`src/hw/rtl/kdv_pkg.sv`:
```
// Shared types and constants for the kick drum voice.
package kdv_pkg;

   // Configuration port geometry and register widths
   localparam int CSR_ADDR_W   = 3;
   localparam int CSR_DATA_W   = 31;
   localparam int BODY_INC_W   = 31;
   localparam int DEPTH_W      = 16;
   localparam int DECAY_W      = 24;
   localparam int NOISE_AMT_W  = 17;
   localparam int LEN_CFG_W    = 18;

   // Register indexes
   localparam logic [CSR_ADDR_W-1:0] CSR_BODY_PHASE_INC = 3'd0;
   localparam logic [CSR_ADDR_W-1:0] CSR_PITCH_DEPTH    = 3'd1;
   localparam logic [CSR_ADDR_W-1:0] CSR_PITCH_DECAY    = 3'd2;
   localparam logic [CSR_ADDR_W-1:0] CSR_CLICK_DECAY    = 3'd3;
   localparam logic [CSR_ADDR_W-1:0] CSR_AMP_DECAY      = 3'd4;
   localparam logic [CSR_ADDR_W-1:0] CSR_NOISE_AMOUNT   = 3'd5;
   localparam logic [CSR_ADDR_W-1:0] CSR_LENGTH_SAMPLES = 3'd6;

   // Register reset values
   localparam logic [BODY_INC_W-1:0]  RST_BODY_PHASE_INC = 31'd4473924;
   localparam logic [DEPTH_W-1:0]     RST_PITCH_DEPTH    = 16'd4096;
   localparam logic [DECAY_W-1:0]     RST_PITCH_DECAY    = 24'd16770227;
   localparam logic [DECAY_W-1:0]     RST_CLICK_DECAY    = 24'd16759748;
   localparam logic [DECAY_W-1:0]     RST_AMP_DECAY      = 24'd16775468;
   localparam logic [NOISE_AMT_W-1:0] RST_NOISE_AMOUNT   = 17'd0;
   localparam logic [LEN_CFG_W-1:0]   RST_LENGTH_SAMPLES = 18'd48000;

   // Arithmetic constants
   localparam logic [DECAY_W-1:0]     ENV_ONE       = 24'hFFFFFF;
   localparam logic [NOISE_AMT_W-1:0] NOISE_AMT_MAX = 17'd65536;
   localparam logic [16:0]            PITCH_UNITY   = 17'd4096;
   localparam logic [30:0]            SIN_A1        = 31'd1686629713;
   localparam logic [30:0]            SIN_A3        = 31'd693598669;
   localparam logic [30:0]            SIN_A5        = 31'd85569306;
   localparam logic [30:0]            SIN_A7        = 31'd5026996;
   localparam logic [30:0]            SIN_A9        = 31'd172272;
   localparam logic [30:0]            X_ONE         = 31'd1073741824;
   localparam logic [31:0]            SIN_ROUND     = 32'd16384;
   // floor(2^30 / 127), quotient estimate is low by at most one
   localparam logic [23:0]            RECIP_127     = 24'd8454660;
   localparam logic [23:0]            DIV_127       = 24'd127;

   // Channel payloads
   typedef struct packed {
      logic              retrigger;
      logic [6:0]        strike_velocity;
      logic signed [15:0] noise_sample;
   } req_type;

   typedef struct packed {
      logic signed [15:0] audio_out;
      logic              voice_active;
   } rsp_type;

   // Sequencer steps, one shared multiply each
   typedef enum logic [3:0] {
      STP_PITCH_MOD   = 4'd0,
      STP_PHASE_INC   = 4'd1,
      STP_NOISE_ENV   = 4'd2,
      STP_NOISE_AMT   = 4'd3,
      STP_SQUARE      = 4'd4,
      STP_HORNER7     = 4'd5,
      STP_HORNER5     = 4'd6,
      STP_HORNER3     = 4'd7,
      STP_HORNER1     = 4'd8,
      STP_SINE_Y      = 4'd9,
      STP_AMP_VEL     = 4'd10,
      STP_SCALE       = 4'd11,
      STP_RECIP       = 4'd12,
      STP_PITCH_DECAY = 4'd13,
      STP_CLICK_DECAY = 4'd14,
      STP_AMP_DECAY   = 4'd15
   } step_type;

   typedef enum logic [1:0] {
      ST_IDLE = 2'd0,
      ST_MUL  = 2'd1,
      ST_WB   = 2'd2,
      ST_EMIT = 2'd3
   } state_type;

   // Sequencer to datapath controls
   typedef struct packed {
      logic     idle;
      logic     mul_en;
      logic     wb_en;
      logic     emit;
      step_type step;
   } ctl_type;

endpackage

```
`src/hw/rtl/kdv_ctrl.sv`:
```
// Sequencer that walks the shared multiplier through the per-sample steps.
module kdv_ctrl (
   input  logic             clock,
   input  logic             reset,
   input  logic             start_calc,
   input  logic             start_emit,
   input  logic             out_free,
   output kdv_pkg::ctl_type ctl
);

   kdv_pkg::state_type state_ff, state_in;
   kdv_pkg::step_type  step_ff, step_in;

   // Next state
   always_comb begin
      state_in = state_ff;
      case (state_ff)
         kdv_pkg::ST_IDLE: begin
            if (start_calc) state_in = kdv_pkg::ST_MUL;
            else if (start_emit) state_in = kdv_pkg::ST_EMIT;
         end
         kdv_pkg::ST_MUL: begin
            state_in = kdv_pkg::ST_WB;
         end
         kdv_pkg::ST_WB: begin
            if (step_ff == kdv_pkg::STP_AMP_DECAY) state_in = kdv_pkg::ST_EMIT;
            else state_in = kdv_pkg::ST_MUL;
         end
         kdv_pkg::ST_EMIT: begin
            if (out_free) state_in = kdv_pkg::ST_IDLE;
         end
         default: begin
            state_in = kdv_pkg::ST_IDLE;
         end
      endcase
   end

   // Step counter advances after each writeback
   always_comb begin
      step_in = step_ff;
      if (state_ff == kdv_pkg::ST_IDLE) begin
         step_in = kdv_pkg::STP_PITCH_MOD;
      end else if (state_ff == kdv_pkg::ST_WB && step_ff != kdv_pkg::STP_AMP_DECAY) begin
         step_in = kdv_pkg::step_type'(4'(step_ff) + 4'd1);
      end
   end

   always_ff @(posedge clock) begin
      if (reset) begin
         state_ff <= kdv_pkg::ST_IDLE;
         step_ff  <= kdv_pkg::STP_PITCH_MOD;
      end else begin
         state_ff <= state_in;
         step_ff  <= step_in;
      end
   end

   // Outputs
   always_comb begin
      ctl.idle   = (state_ff == kdv_pkg::ST_IDLE);
      ctl.mul_en = (state_ff == kdv_pkg::ST_MUL);
      ctl.wb_en  = (state_ff == kdv_pkg::ST_WB);
      ctl.emit   = (state_ff == kdv_pkg::ST_EMIT);
      ctl.step   = step_ff;
   end

`ifndef NO_ASSERTIONS
   // A writeback always follows its multiply
   assert property (@(posedge clock) disable iff (reset)
      (state_ff == kdv_pkg::ST_WB) |-> $past(state_ff == kdv_pkg::ST_MUL))
      else $error("writeback without multiply");
   // The sequence only leaves for output after the last step
   assert property (@(posedge clock) disable iff (reset)
      (state_ff == kdv_pkg::ST_WB && step_ff != kdv_pkg::STP_AMP_DECAY)
      |=> (state_ff == kdv_pkg::ST_MUL))
      else $error("step sequence cut short");
   // Step counter is rewound to the first step whenever the sequencer is idle
   assert property (@(posedge clock) disable iff (reset)
      (state_ff == kdv_pkg::ST_IDLE) |=> (step_ff == kdv_pkg::STP_PITCH_MOD))
      else $error("step counter not rewound");
`endif

endmodule

```
`src/hw/rtl/kick_drum_voice_unit.sv`:
```
// Kick drum voice: one audio sample per request, built around one shared multiplier.
// Timing: a playing tick runs 16 multiplies, each a multiply state and a writeback state,
// then the output state; a silent tick goes straight to the output state, which waits on rsp_stall.
// Requests stall until the sequencer is idle again, so a new tick is taken only after the last is
// emitted; the multiplier is the single arithmetic unit and every step waits on it.
// Reset: synchronous, active high; configuration registers return to their defaults, the voice goes silent.
module kick_drum_voice_unit #(
   parameter int SINE_TABLE_BITS = 10,
   parameter int LENGTH_BITS     = 18
) (
   input  logic                              clock,
   input  logic                              reset,
   input  logic                              req_valid,
   output logic                              req_stall,
   input  kdv_pkg::req_type                  req_payload,
   output logic                              rsp_valid,
   input  logic                              rsp_stall,
   output kdv_pkg::rsp_type                  rsp_payload,
   input  logic                              csr_we,
   input  logic [kdv_pkg::CSR_ADDR_W-1:0]    csr_addr,
   input  logic [kdv_pkg::CSR_DATA_W-1:0]    csr_wdata
);

   localparam int QB    = SINE_TABLE_BITS - 2;
   localparam int CMP_W = (LENGTH_BITS > kdv_pkg::LEN_CFG_W) ? LENGTH_BITS : kdv_pkg::LEN_CFG_W;
   localparam logic [CMP_W-1:0] LEN_MAX = CMP_W'((64'd1 << LENGTH_BITS) - 64'd1);

   // Configuration registers
   logic [kdv_pkg::BODY_INC_W-1:0]  body_inc_ff;
   logic [kdv_pkg::DEPTH_W-1:0]     depth_ff;
   logic [kdv_pkg::DECAY_W-1:0]     pdec_ff, cdec_ff, adec_ff;
   logic [kdv_pkg::NOISE_AMT_W-1:0] namt_ff;
   logic [kdv_pkg::LEN_CFG_W-1:0]   len_ff;

   // Voice state
   logic                        playing_ff;
   logic [LENGTH_BITS-1:0]      position_ff;
   logic [31:0]                 phase_ff;
   logic [6:0]                  vel_ff;
   logic [kdv_pkg::DECAY_W-1:0] penv_ff, cenv_ff, aenv_ff;

   // Working registers
   logic [63:0] prod_ff;
   logic [15:0] nmag_ff;
   logic        nneg_ff;
   logic [16:0] m_ff;
   logic [15:0] cm_ff;
   logic [15:0] click_ff;
   logic [30:0] x_ff, s_ff, r_ff;
   logic        sin_neg_ff;
   logic signed [15:0] sine_ff;
   logic [30:0] av_ff;
   logic        sum_neg_ff;
   logic [16:0] sum_mag_ff;
   logic [22:0] t_ff;
   logic [16:0] q_ff;
   logic signed [15:0] res_audio_ff;
   logic        res_active_ff;
   logic        rsp_valid_ff;
   kdv_pkg::rsp_type rsp_ff;

   kdv_pkg::ctl_type ctl;

   // Accept decode
   logic                        req_fire, play_now, ended, start_calc, start_emit, out_free;
   logic [LENGTH_BITS-1:0]      pos_now;
   logic [CMP_W-1:0]            len_ext, eff_len;
   logic [kdv_pkg::NOISE_AMT_W-1:0] amt;
   logic [15:0]                 noise_mag;

   // Writeback helpers
   logic [SINE_TABLE_BITS-1:0]  idx;
   logic [QB-1:0]               quarter_pos;
   logic [30:0]                 x_raw;
   logic [30:0]                 horner_k;
   logic [31:0]                 y_round;
   logic [16:0]                 y_q;
   logic [14:0]                 sine_mag;
   logic signed [16:0]          click_s, sum_s;
   logic [23:0]                 div_rem;
   logic [15:0]                 audio_pos, audio_neg;
   logic [31:0]                 opa, opb;

   assign req_stall = !ctl.idle;
   assign req_fire  = req_valid && !req_stall;
   assign out_free  = !rsp_valid_ff || !rsp_stall;

   // Start of tick: retrigger and end-of-voice decision
   always_comb begin
      len_ext    = CMP_W'(len_ff);
      eff_len    = (len_ext > LEN_MAX) ? LEN_MAX : len_ext;
      play_now   = req_payload.retrigger || playing_ff;
      pos_now    = req_payload.retrigger ? '0 : position_ff;
      ended      = (CMP_W'(pos_now) >= eff_len);
      start_calc = req_fire && play_now && !ended;
      start_emit = req_fire && !(play_now && !ended);
      amt        = (namt_ff > kdv_pkg::NOISE_AMT_MAX) ? kdv_pkg::NOISE_AMT_MAX : namt_ff;
      noise_mag  = req_payload.noise_sample[15] ? 16'(~req_payload.noise_sample + 16'sd1)
                                                : 16'(req_payload.noise_sample);
   end

   kdv_ctrl u_ctrl (
      .clock      (clock),
      .reset      (reset),
      .start_calc (start_calc),
      .start_emit (start_emit),
      .out_free   (out_free),
      .ctl        (ctl)
   );

   // Shared multiplier operand select
   always_comb begin
      opa = '0;
      opb = '0;
      case (ctl.step)
         kdv_pkg::STP_PITCH_MOD: begin
            opa = 32'(depth_ff);   opb = 32'(penv_ff);
         end
         kdv_pkg::STP_PHASE_INC: begin
            opa = 32'(body_inc_ff); opb = 32'(m_ff);
         end
         kdv_pkg::STP_NOISE_ENV: begin
            opa = 32'(nmag_ff);    opb = 32'(cenv_ff);
         end
         kdv_pkg::STP_NOISE_AMT: begin
            opa = 32'(cm_ff);      opb = 32'(amt);
         end
         kdv_pkg::STP_SQUARE: begin
            opa = 32'(x_ff);       opb = 32'(x_ff);
         end
         kdv_pkg::STP_HORNER7, kdv_pkg::STP_HORNER5,
         kdv_pkg::STP_HORNER3, kdv_pkg::STP_HORNER1: begin
            opa = 32'(r_ff);       opb = 32'(s_ff);
         end
         kdv_pkg::STP_SINE_Y: begin
            opa = 32'(r_ff);       opb = 32'(x_ff);
         end
         kdv_pkg::STP_AMP_VEL: begin
            opa = 32'(aenv_ff);    opb = 32'(vel_ff);
         end
         kdv_pkg::STP_SCALE: begin
            opa = 32'(sum_mag_ff); opb = 32'(av_ff);
         end
         kdv_pkg::STP_RECIP: begin
            opa = 32'(t_ff);       opb = 32'(kdv_pkg::RECIP_127);
         end
         kdv_pkg::STP_PITCH_DECAY: begin
            opa = 32'(penv_ff);    opb = 32'(pdec_ff);
         end
         kdv_pkg::STP_CLICK_DECAY: begin
            opa = 32'(cenv_ff);    opb = 32'(cdec_ff);
         end
         kdv_pkg::STP_AMP_DECAY: begin
            opa = 32'(aenv_ff);    opb = 32'(adec_ff);
         end
         default: begin
            opa = '0;              opb = '0;
         end
      endcase
   end

   always_ff @(posedge clock) begin
      if (ctl.mul_en) prod_ff <= opa * opb;
   end

   // Writeback helpers: quarter-wave position, Horner constant, rounding, divide fix-up
   always_comb begin
      idx         = phase_ff[31 -: SINE_TABLE_BITS];
      quarter_pos = idx[QB-1:0];
      x_raw       = 31'(quarter_pos) << (30 - QB);
      case (ctl.step)
         kdv_pkg::STP_HORNER7: horner_k = kdv_pkg::SIN_A7;
         kdv_pkg::STP_HORNER5: horner_k = kdv_pkg::SIN_A5;
         kdv_pkg::STP_HORNER3: horner_k = kdv_pkg::SIN_A3;
         default:              horner_k = kdv_pkg::SIN_A1;
      endcase
      y_round  = 32'(prod_ff[60:30]) + kdv_pkg::SIN_ROUND;
      y_q      = y_round[31:15];
      sine_mag = (y_q > 17'd32767) ? 15'd32767 : y_q[14:0];
      click_s  = nneg_ff ? -$signed({1'b0, click_ff}) : $signed({1'b0, click_ff});
      sum_s    = 17'(sine_ff) + click_s;
      div_rem  = 24'(t_ff) - ((24'(q_ff) << 7) - 24'(q_ff));
      audio_pos = (q_ff > 17'd32767) ? 16'h7FFF : q_ff[15:0];
      audio_neg = (q_ff > 17'd32768) ? 16'h8000 : 16'(~q_ff[15:0] + 16'd1);
   end

   // Voice state and step writeback
   always_ff @(posedge clock) begin
      if (reset) begin
         playing_ff  <= 1'b0;
         position_ff <= '0;
         phase_ff    <= '0;
         vel_ff      <= '0;
         penv_ff     <= kdv_pkg::ENV_ONE;
         cenv_ff     <= kdv_pkg::ENV_ONE;
         aenv_ff     <= kdv_pkg::ENV_ONE;
      end else if (req_fire) begin
         if (req_payload.retrigger) begin
            position_ff <= '0;
            phase_ff    <= '0;
            vel_ff      <= req_payload.strike_velocity;
            penv_ff     <= kdv_pkg::ENV_ONE;
            cenv_ff     <= kdv_pkg::ENV_ONE;
            aenv_ff     <= kdv_pkg::ENV_ONE;
         end
         playing_ff <= play_now && !ended;
      end else if (ctl.wb_en) begin
         case (ctl.step)
            kdv_pkg::STP_PHASE_INC:   phase_ff    <= phase_ff + prod_ff[43:12];
            kdv_pkg::STP_PITCH_DECAY: penv_ff     <= prod_ff[47:24];
            kdv_pkg::STP_CLICK_DECAY: cenv_ff     <= prod_ff[47:24];
            kdv_pkg::STP_AMP_DECAY: begin
               aenv_ff     <= prod_ff[47:24];
               position_ff <= position_ff + 1'b1;
            end
            default: begin
               phase_ff <= phase_ff;
            end
         endcase
      end
   end

   // Datapath temporaries
   always_ff @(posedge clock) begin
      if (req_fire) begin
         nmag_ff       <= noise_mag;
         nneg_ff       <= req_payload.noise_sample[15];
         res_audio_ff  <= '0;
         res_active_ff <= 1'b0;
      end else if (ctl.wb_en) begin
         case (ctl.step)
            kdv_pkg::STP_PITCH_MOD: m_ff <= kdv_pkg::PITCH_UNITY + 17'(prod_ff[39:24]);
            kdv_pkg::STP_NOISE_ENV: begin
               cm_ff      <= prod_ff[39:24];
               x_ff       <= idx[QB] ? (kdv_pkg::X_ONE - x_raw) : x_raw;
               sin_neg_ff <= idx[QB+1];
            end
            kdv_pkg::STP_NOISE_AMT: click_ff <= prod_ff[31:16];
            kdv_pkg::STP_SQUARE: begin
               s_ff <= prod_ff[60:30];
               r_ff <= kdv_pkg::SIN_A9;
            end
            kdv_pkg::STP_HORNER7, kdv_pkg::STP_HORNER5,
            kdv_pkg::STP_HORNER3, kdv_pkg::STP_HORNER1: begin
               r_ff <= horner_k - prod_ff[60:30];
            end
            kdv_pkg::STP_SINE_Y: begin
               sine_ff <= sin_neg_ff ? -$signed({1'b0, sine_mag}) : $signed({1'b0, sine_mag});
            end
            kdv_pkg::STP_AMP_VEL: begin
               av_ff      <= prod_ff[30:0];
               sum_neg_ff <= sum_s[16];
               sum_mag_ff <= sum_s[16] ? 17'(-sum_s) : 17'(sum_s);
            end
            kdv_pkg::STP_SCALE: t_ff <= prod_ff[47:25];
            kdv_pkg::STP_RECIP: q_ff <= prod_ff[46:30];
            kdv_pkg::STP_PITCH_DECAY: begin
               if (div_rem >= kdv_pkg::DIV_127) q_ff <= q_ff + 17'd1;
            end
            kdv_pkg::STP_CLICK_DECAY: begin
               res_audio_ff <= sum_neg_ff ? $signed(audio_neg) : $signed(audio_pos);
            end
            kdv_pkg::STP_AMP_DECAY: res_active_ff <= 1'b1;
            default: begin
               m_ff <= m_ff;
            end
         endcase
      end
   end

   // Output register
   always_ff @(posedge clock) begin
      if (reset) begin
         rsp_valid_ff <= 1'b0;
      end else if (ctl.emit && out_free) begin
         rsp_valid_ff <= 1'b1;
      end else if (!rsp_stall) begin
         rsp_valid_ff <= 1'b0;
      end
   end

   always_ff @(posedge clock) begin
      if (ctl.emit && out_free) begin
         rsp_ff.audio_out    <= res_audio_ff;
         rsp_ff.voice_active <= res_active_ff;
      end
   end

   assign rsp_valid   = rsp_valid_ff;
   assign rsp_payload = rsp_ff;

   // Configuration writes
   always_ff @(posedge clock) begin
      if (reset) begin
         body_inc_ff <= kdv_pkg::RST_BODY_PHASE_INC;
         depth_ff    <= kdv_pkg::RST_PITCH_DEPTH;
         pdec_ff     <= kdv_pkg::RST_PITCH_DECAY;
         cdec_ff     <= kdv_pkg::RST_CLICK_DECAY;
         adec_ff     <= kdv_pkg::RST_AMP_DECAY;
         namt_ff     <= kdv_pkg::RST_NOISE_AMOUNT;
         len_ff      <= kdv_pkg::RST_LENGTH_SAMPLES;
      end else if (csr_we) begin
         case (csr_addr)
            kdv_pkg::CSR_BODY_PHASE_INC: body_inc_ff <= csr_wdata[kdv_pkg::BODY_INC_W-1:0];
            kdv_pkg::CSR_PITCH_DEPTH:    depth_ff    <= csr_wdata[kdv_pkg::DEPTH_W-1:0];
            kdv_pkg::CSR_PITCH_DECAY:    pdec_ff     <= csr_wdata[kdv_pkg::DECAY_W-1:0];
            kdv_pkg::CSR_CLICK_DECAY:    cdec_ff     <= csr_wdata[kdv_pkg::DECAY_W-1:0];
            kdv_pkg::CSR_AMP_DECAY:      adec_ff     <= csr_wdata[kdv_pkg::DECAY_W-1:0];
            kdv_pkg::CSR_NOISE_AMOUNT:   namt_ff     <= csr_wdata[kdv_pkg::NOISE_AMT_W-1:0];
            kdv_pkg::CSR_LENGTH_SAMPLES: len_ff      <= csr_wdata[kdv_pkg::LEN_CFG_W-1:0];
            default: begin
               len_ff <= len_ff;
            end
         endcase
      end
   end

`ifndef NO_ASSERTIONS
   // An accepted request always leaves the idle state
   assert property (@(posedge clock) disable iff (reset)
      req_fire |=> !ctl.idle)
      else $error("request accepted but sequencer stayed idle");
   // A silent tick carries a zero sample
   assert property (@(posedge clock) disable iff (reset)
      rsp_valid_ff |-> (rsp_ff.voice_active || rsp_ff.audio_out == 16'sd0))
      else $error("inactive tick with nonzero sample");
   // A new response only appears out of the output step
   assert property (@(posedge clock) disable iff (reset)
      $rose(rsp_valid_ff) |-> $past(ctl.emit))
      else $error("response without output step");
   // Position advances by one on each finished sample
   assert property (@(posedge clock) disable iff (reset)
      (ctl.wb_en && ctl.step == kdv_pkg::STP_AMP_DECAY)
      |=> (position_ff == $past(position_ff) + 1'b1))
      else $error("position did not advance after a sample");
`endif

endmodule

```
`config.mk`:
```
export PLATFORM = sky130hd
export DESIGN_NAME = kick_drum_voice_unit
export DESIGN_NICKNAME = d
export VERILOG_FILES = /design/src/hw/rtl/kdv_pkg.sv /design/src/hw/rtl/kdv_ctrl.sv /design/src/hw/rtl/kick_drum_voice_unit.sv
export SDC_FILE = /design/constraint.sdc
export NUM_CORES = 2
export LEC_CHECK = 0
export ABC_AREA = 1
export BUFFER_PORTS_ARGS = -buffer_cell sky130_fd_sc_hd__buf_2
export CAP_MARGIN = 20
export CORE_MARGIN = 3
export CORE_UTILIZATION = 50
export CTS_BUF_LIST = sky130_fd_sc_hd__clkbuf_8
export CTS_CLUSTER_DIAMETER = 30
export CTS_CLUSTER_SIZE = 10
export DETAILED_ROUTE_END_ITERATION = 8
export PLACE_DENSITY = 0.66
export SETUP_SLACK_MARGIN = 0.05
export SYNTH_ARGS = -nofsm -noshare
export SYNTH_HDL_FRONTEND = slang
export SYNTH_SLANG_ARGS = --single-unit
export TNS_END_PERCENT = 10
```
`constraint.sdc`:
```
create_clock -name clock -period 15.4 [get_ports clock]
set_input_delay 3.85 -clock clock [delete_from_list [all_inputs] [get_ports clock]]
set_output_delay 3.85 -clock clock [all_outputs]
set_load 0.1 [all_outputs]
```
=== Yosys cells after proc, flatten, opt, wreduce, memory -nomap -nowiden ===
Index checks and enable logic that the tools add are counted.

* $add $sub $neg: 16
* $mul: 1
* Magnitude comparators: 7
* Equal/unequal tests: 30
* Multiplexer cells: 42
* Bitwise gates (word level): 3
* Reduce and logical (&&, ||, !) cells: 54

{| class="wikitable"
|+ Operators by type and width
! cell !! number
|-
| $pmux 32 s12 || 1
|-
| $pmux 32 s11 || 1
|-
| $mux 24 || 10
|-
| $mux 32 || 4
|-
| $pmux 31 s3 || 1
|-
| $mux 18 || 5
|-
| $mux 16 || 4
|-
| $pmux 31 s2 || 1
|-
| $mul 32x32->61 || 1
|-
| $mux 17 || 3
|-
| $mux 15 || 3
|-
| $reduce_and 3->1 || 12
|-
| $gt 17x15->1 const B || 2
|-
| $pmux 17 s2 || 1
|-
| $add 31x15->32 const B || 1
|-
| $add 32x32->32 || 1
|-
| $eq 4x4->1 const B || 8
|-
| $not 16->16 || 2
|-
| $sub 31x30->31 const A || 1
|-
| $sub 31x31->31 || 1
|-
| $mux 30 || 1
|-
| $ge 24x7->1 const B || 1
|-
| $reduce_and 2->1 || 12
|-
| $sub 23x24->24 || 1
|-
| 42 further kinds || 75
|}

* Register bits: 651
* Output and inout bits: 19
* Word-level logic and storage cells: 194

=== Longest topological paths before layout ===
* Depth after elaboration: 10
* Mapped depth: 44
* Mapped depth without buffers: 42

=== Hierarchy ===
Synthesis repeated with hierarchy kept, for this count alone.

* Cells, all modules: 8087
* Area, all modules: 66058.4 um^2

{| class="wikitable"
|+ By module, submodules not included
! module !! times used !! cells each !! area an instance (um^2)
|-
| kick_drum_voice_unit || 1 || 8039 || 65741.8
|-
| kdv_ctrl || 1 || 48 || 316.6
|}

=== Worst setup path before layout ===
Ideal clock, no wire load.

* Kind: register to register
* Start point: register u_ctrl.step_ff[0]
* End point: register prod_ff[56] (data pin)
* Arrival time: 7.964 ns
* Required time: 15.148 ns
* Path slack: 7.184 ns
* Cell stages (with the launch flop): 34
* Cell sequence: dfxtp_1 -> inv_1 -> ha_1 -> inv_1 -> nor2_1 -> nor2_1 -> inv_1 -> a211oi_2 -> nand2_4 -> buf_2 -> or2_2 -> nand2_1 -> buf_2 -> nor2_1 -> fa_1 -> inv_1 -> fa_1 -> fa_1 -> fa_1 -> inv_1 -> fa_1 -> fa_1 -> fa_1 -> inv_1 -> fa_1 -> inv_1 -> ha_1 -> nand2_1 -> nor2_1 -> inv_1 -> nor4_1 -> or3b_2 -> nand3_1 -> nand2_1

* Cells in the longest elaborated chain, start to end: 4

{| class="wikitable"
|+ Ends and longest elaborated chain
! item !! RTL line !! RTL
|-
| start: declaration || kdv_ctrl.sv:12 || <nowiki>kdv_pkg::step_type step_ff, step_in;</nowiki>
|-
| start signal: assignment || kdv_ctrl.sv:51 || <nowiki>step_ff <= kdv_pkg::STP_PITCH_MOD;</nowiki>
|-
| start signal: assignment || kdv_ctrl.sv:54 || <nowiki>step_ff <= step_in;</nowiki>
|-
| $eq 4x4->1 or $eq 4x3->1 (tied branches) || kick_drum_voice_unit.sv:115 || <nowiki>case (ctl.step)</nowiki>
|-
| $reduce_or 5->1 (no source line), or another cell as far along || n/a ||
|-
| $pmux 32 s11 or $pmux 32 s12 (tied branches) || kick_drum_voice_unit.sv:115 ||
|-
| $mul 32x32->61 * || kick_drum_voice_unit.sv:163 || <nowiki>if (ctl.mul_en) prod_ff <= opa * opb;</nowiki>
|-
| end signal: assignment || kick_drum_voice_unit.sv:163 ||
|-
| end: declaration || kick_drum_voice_unit.sv:43 || <nowiki>logic [63:0] prod_ff;</nowiki>
|}

Mark *: on every way between the ends. The rest lies on a longest branch, timed or not. The select of a mux whose other input is x is not followed.
A chain may end at the register's enable or synchronous reset.

=== Worst setup path after layout ===
* Start point: register u_ctrl.step_ff[0]
* End point: register prod_ff[38] (data pin)

The elaborated chain is that of the path after synthesis.

==> impl_metrics.env <==
export IMPL_status="finished, final reports clean"
export IMPL_synth_most_common_cell="nand2_1"
export IMPL_synth_top_area_cell="fa_1"
export IMPL_placed_cell_area_um2=68190
export IMPL_grt_max_degree=93
export IMPL_slowest_delay_ns=0.91
export IMPL_period_share=0.7598
export IMPL_drt_iter0_markers=7340
export IMPL_yosysUniqueCellTypes=66
export IMPL_synth_top_flop_cell="edfxtp_1"
export IMPL_fp_dieH_um=369.0
export IMPL_ios=82
export IMPL_gp_congestion=1.068
export IMPL_numCtsBuffers=104
export IMPL_cts_root_buf="clkbuf_8"
export IMPL_final_layout_size_suffix_gt1_frac=0.06210
export IMPL_dpl_hpwl_mm=203.7
export IMPL_maxCapViolations=0
export IMPL_tightest_slew_ns=1.111
export IMPL_finClkSkew_ns=0.07253
export IMPL_clock_latency_ns=0.84
export IMPL_synth_top_area_frac=0.2579
export IMPL_cts_sinks=629
export IMPL_ant_nets=0
export IMPL_rows=132
export IMPL_worst_ep_required_time_ns=15.93
export IMPL_synth_net_count=9485
export IMPL_vias=57760
export IMPL_vias_per_cell=5.757
export IMPL_area_delta_synth_final_pct=7.314
export IMPL_cp_max_fo=52
export IMPL_post_cts_setup_buffer_count=0
export IMPL_ctsHoldBuffers=0
export IMPL_htreeDepth=3
export IMPL_yosysWarnings=0
export IMPL_ys_seq_area_frac=0.2398
export IMPL_fill_cells=12490
export IMPL_layout_min_cycle_time_ns=11.70
export IMPL_dr_pass1_iters=6
export IMPL_wirelength_mm=255.1
export IMPL_dp_cells=9818
export IMPL_synth_area_top_cells="fa_1, edfxtp_1, dfxtp_1"
export IMPL_worstHoldPathCells=0
export IMPL_fin_cells=10030
export IMPL_async_flop_share=0
export IMPL_crit_top_cell="fa_1"
export IMPL_grt_pass1_wl_mm=374.3
export IMPL_hold_viol_final=0
export IMPL_initial_utilization=0.5064
export IMPL_cts_tree="yes"
export IMPL_grt_usage=0.3747
export IMPL_rsz0062_at_grt="no"
export IMPL_cp_start_kind="flop"
export IMPL_setup_tns_final_ns=0
export IMPL_slew_violations=0
export IMPL_wl_per_cell_um=25.43
export IMPL_overflow=0
export IMPL_critPathArrivalTime_ns=12.23
export IMPL_antenna_found_initial=18
export IMPL_slowest_stage="inv_1"
export IMPL_die_w_um=369.0
export IMPL_synth_edf_count=321
export IMPL_syn_inst=8157
export IMPL_fmax_mhz=85.46
export IMPL_clock_path_buffers=3
export IMPL_placement_io_buffers=81
export IMPL_register_area_um2=15810
export IMPL_multi_input_area_um2=42720
export IMPL_clkSlewWorstSetupHoldPaths_ns=0.07
export IMPL_post_cts_resized=0
export IMPL_synth_top_cells_by_count="nand2_1, inv_1, nor2_1, fa_1, ha_1"
export IMPL_synth_area_um2=65900
export IMPL_die_area_um2=136200
export IMPL_worstSetupPathType="reg -> reg"
export IMPL_grt_pass1_vias=56420
export IMPL_slew_headroom=0.2584
export IMPL_core_area_um2=130100
export IMPL_setup_violations=0
export IMPL_design_area_um2=70720
export IMPL_hp_class="reg -> reg"
export IMPL_r2r_cells=34
export IMPL_syn_area_per_cell_um2=8.079
export IMPL_drc=0
export IMPL_fin_nets=9514
export IMPL_critPathCaptureType="flop"
export IMPL_ys_ff_latch=629
[path summary, 6_finish.rpt]
path | to | start | slack [ns]
worst min register to register | av_ff[9]$_DFFE_PP_ | prod_ff[9]$_DFFE_PP_ | 0.38
worst max register to register | prod_ff[38]$_DFFE_PP_ | u_ctrl.step_ff[0]$_SDFFE_PP0P_ | 3.70
worst min-delay path | av_ff[9]$_DFFE_PP_ | prod_ff[9]$_DFFE_PP_ | 0.38
worst max-delay path | prod_ff[38]$_DFFE_PP_ | u_ctrl.step_ff[0]$_SDFFE_PP0P_ | 3.70
[critical path, delay by kind of cell, from the launching register on]
kind,cells,cell delay [ns]
fa+ha+maj,10,4.41
compound gates,7,2.69
simple gates,8,2.00
buf+inv,8,1.78
flops,1,0.41
xor+xnor,1,0.08
[registers in the layout (all words and copies together), names as in the netlist, 17 cells and up]
register / cells
body_inc_ff: 31
phase_ff: 32
len_ext: 18
sum_mag_ff: 17
pdec_ff: 24
r_ff: 31
av_ff: 31
cenv_ff: 24
t_ff: 23
position_ff: 18
prod_ff: 61
q_ff: 17
adec_ff: 24
m_ff: 17
namt_ff: 17
aenv_ff: 24
cdec_ff: 24
s_ff: 31
rsp_payload: 17
penv_ff: 24
[cell type report]
class                      count  share of cell area
multi-input combinational   5598              0.6041
sequential                   629              0.2235
inverter                    1652             0.08779
tap                         1742             0.03082
clock buffer                 109             0.02121
timing repair buffer         201             0.01865
clock inverter                88             0.01345
antenna                       14           0.0004954
[stage by stage]
stage               hold slack [ns]  setup slack (ns)  utilization
floorplan                    0.4003             7.184            -
global placement             0.4053             4.000       0.5238
detailed placement           0.4052             3.988       0.5240
CTS                          0.3921             3.966       0.5428
global route                 0.4156             3.574       0.5432
finish                       0.3848             3.699       0.5434
[cell usage in the layout (no fill, tap or decap), types with 12 or more instances in the layout]
master,netlist,layout
nand3_1,261,261
clkbuf_8,0,109
nor2_4,10,17
a31oi_1,27,27
dfxtp_1,308,308
ha_1,416,416
nand3b_1,21,21
a221oi_1,49,49
nand2_1,1641,1641
a22oi_1,15,15
nor2_2,16,19
diode_2,0,14
o21a_1,19,19
o22ai_1,37,37
bufinv_16,0,15
o21ai_0,315,314
buf_4,5,117
o21bai_1,13,13
nor4_1,23,23
xor2_1,110,110
o21ai_2,9,12
clkinv_2,0,13
nand4_1,73,73
inv_2,43,43
inv_1,1590,1609
a211oi_1,22,22
edfxtp_1,321,321
buf_2,103,82
o211ai_1,78,78
nor3_1,56,54
inv_6,0,12
a21oi_1,350,349
xnor2_1,47,47
a21o_1,20,20
fa_1,849,849
clkinv_1,18,25
nor2_1,1012,1002
[cells by family after synthesis]
| logic type | count (synthesis) | share of synthesized area |
|---|---|---|
| AOI/OAI and AO/OA | 1027 | 0.09448 |
| xor gates and xnor gates | 157 | 0.02087 |
| adders and majority gates | 1265 | 0.3369 |
| buffers and inverters | 1930 | 0.1135 |
| DFF | 629 | 0.2398 |
| and+or+nand+nor | 3149 | 0.1945 |
[metal layers]
| layer | routed length [µm] | GRT usage | vias to the layer above |
|---|---|---|---|
| li1 | - | - | 25530 |
| met1 | 107700 | 0.5487 | 28330 |
| met2 | 103800 | 0.5270 | 3338 |
| met3 | 32960 | 0.1098 | 545 |
| met4 | 10550 | 0.1277 | 8 |
| met5 | 57 | 0 | - |
Power is not shown: default switching activity piles up to over one toggle a cycle in this logic, so the estimate is an artifact.
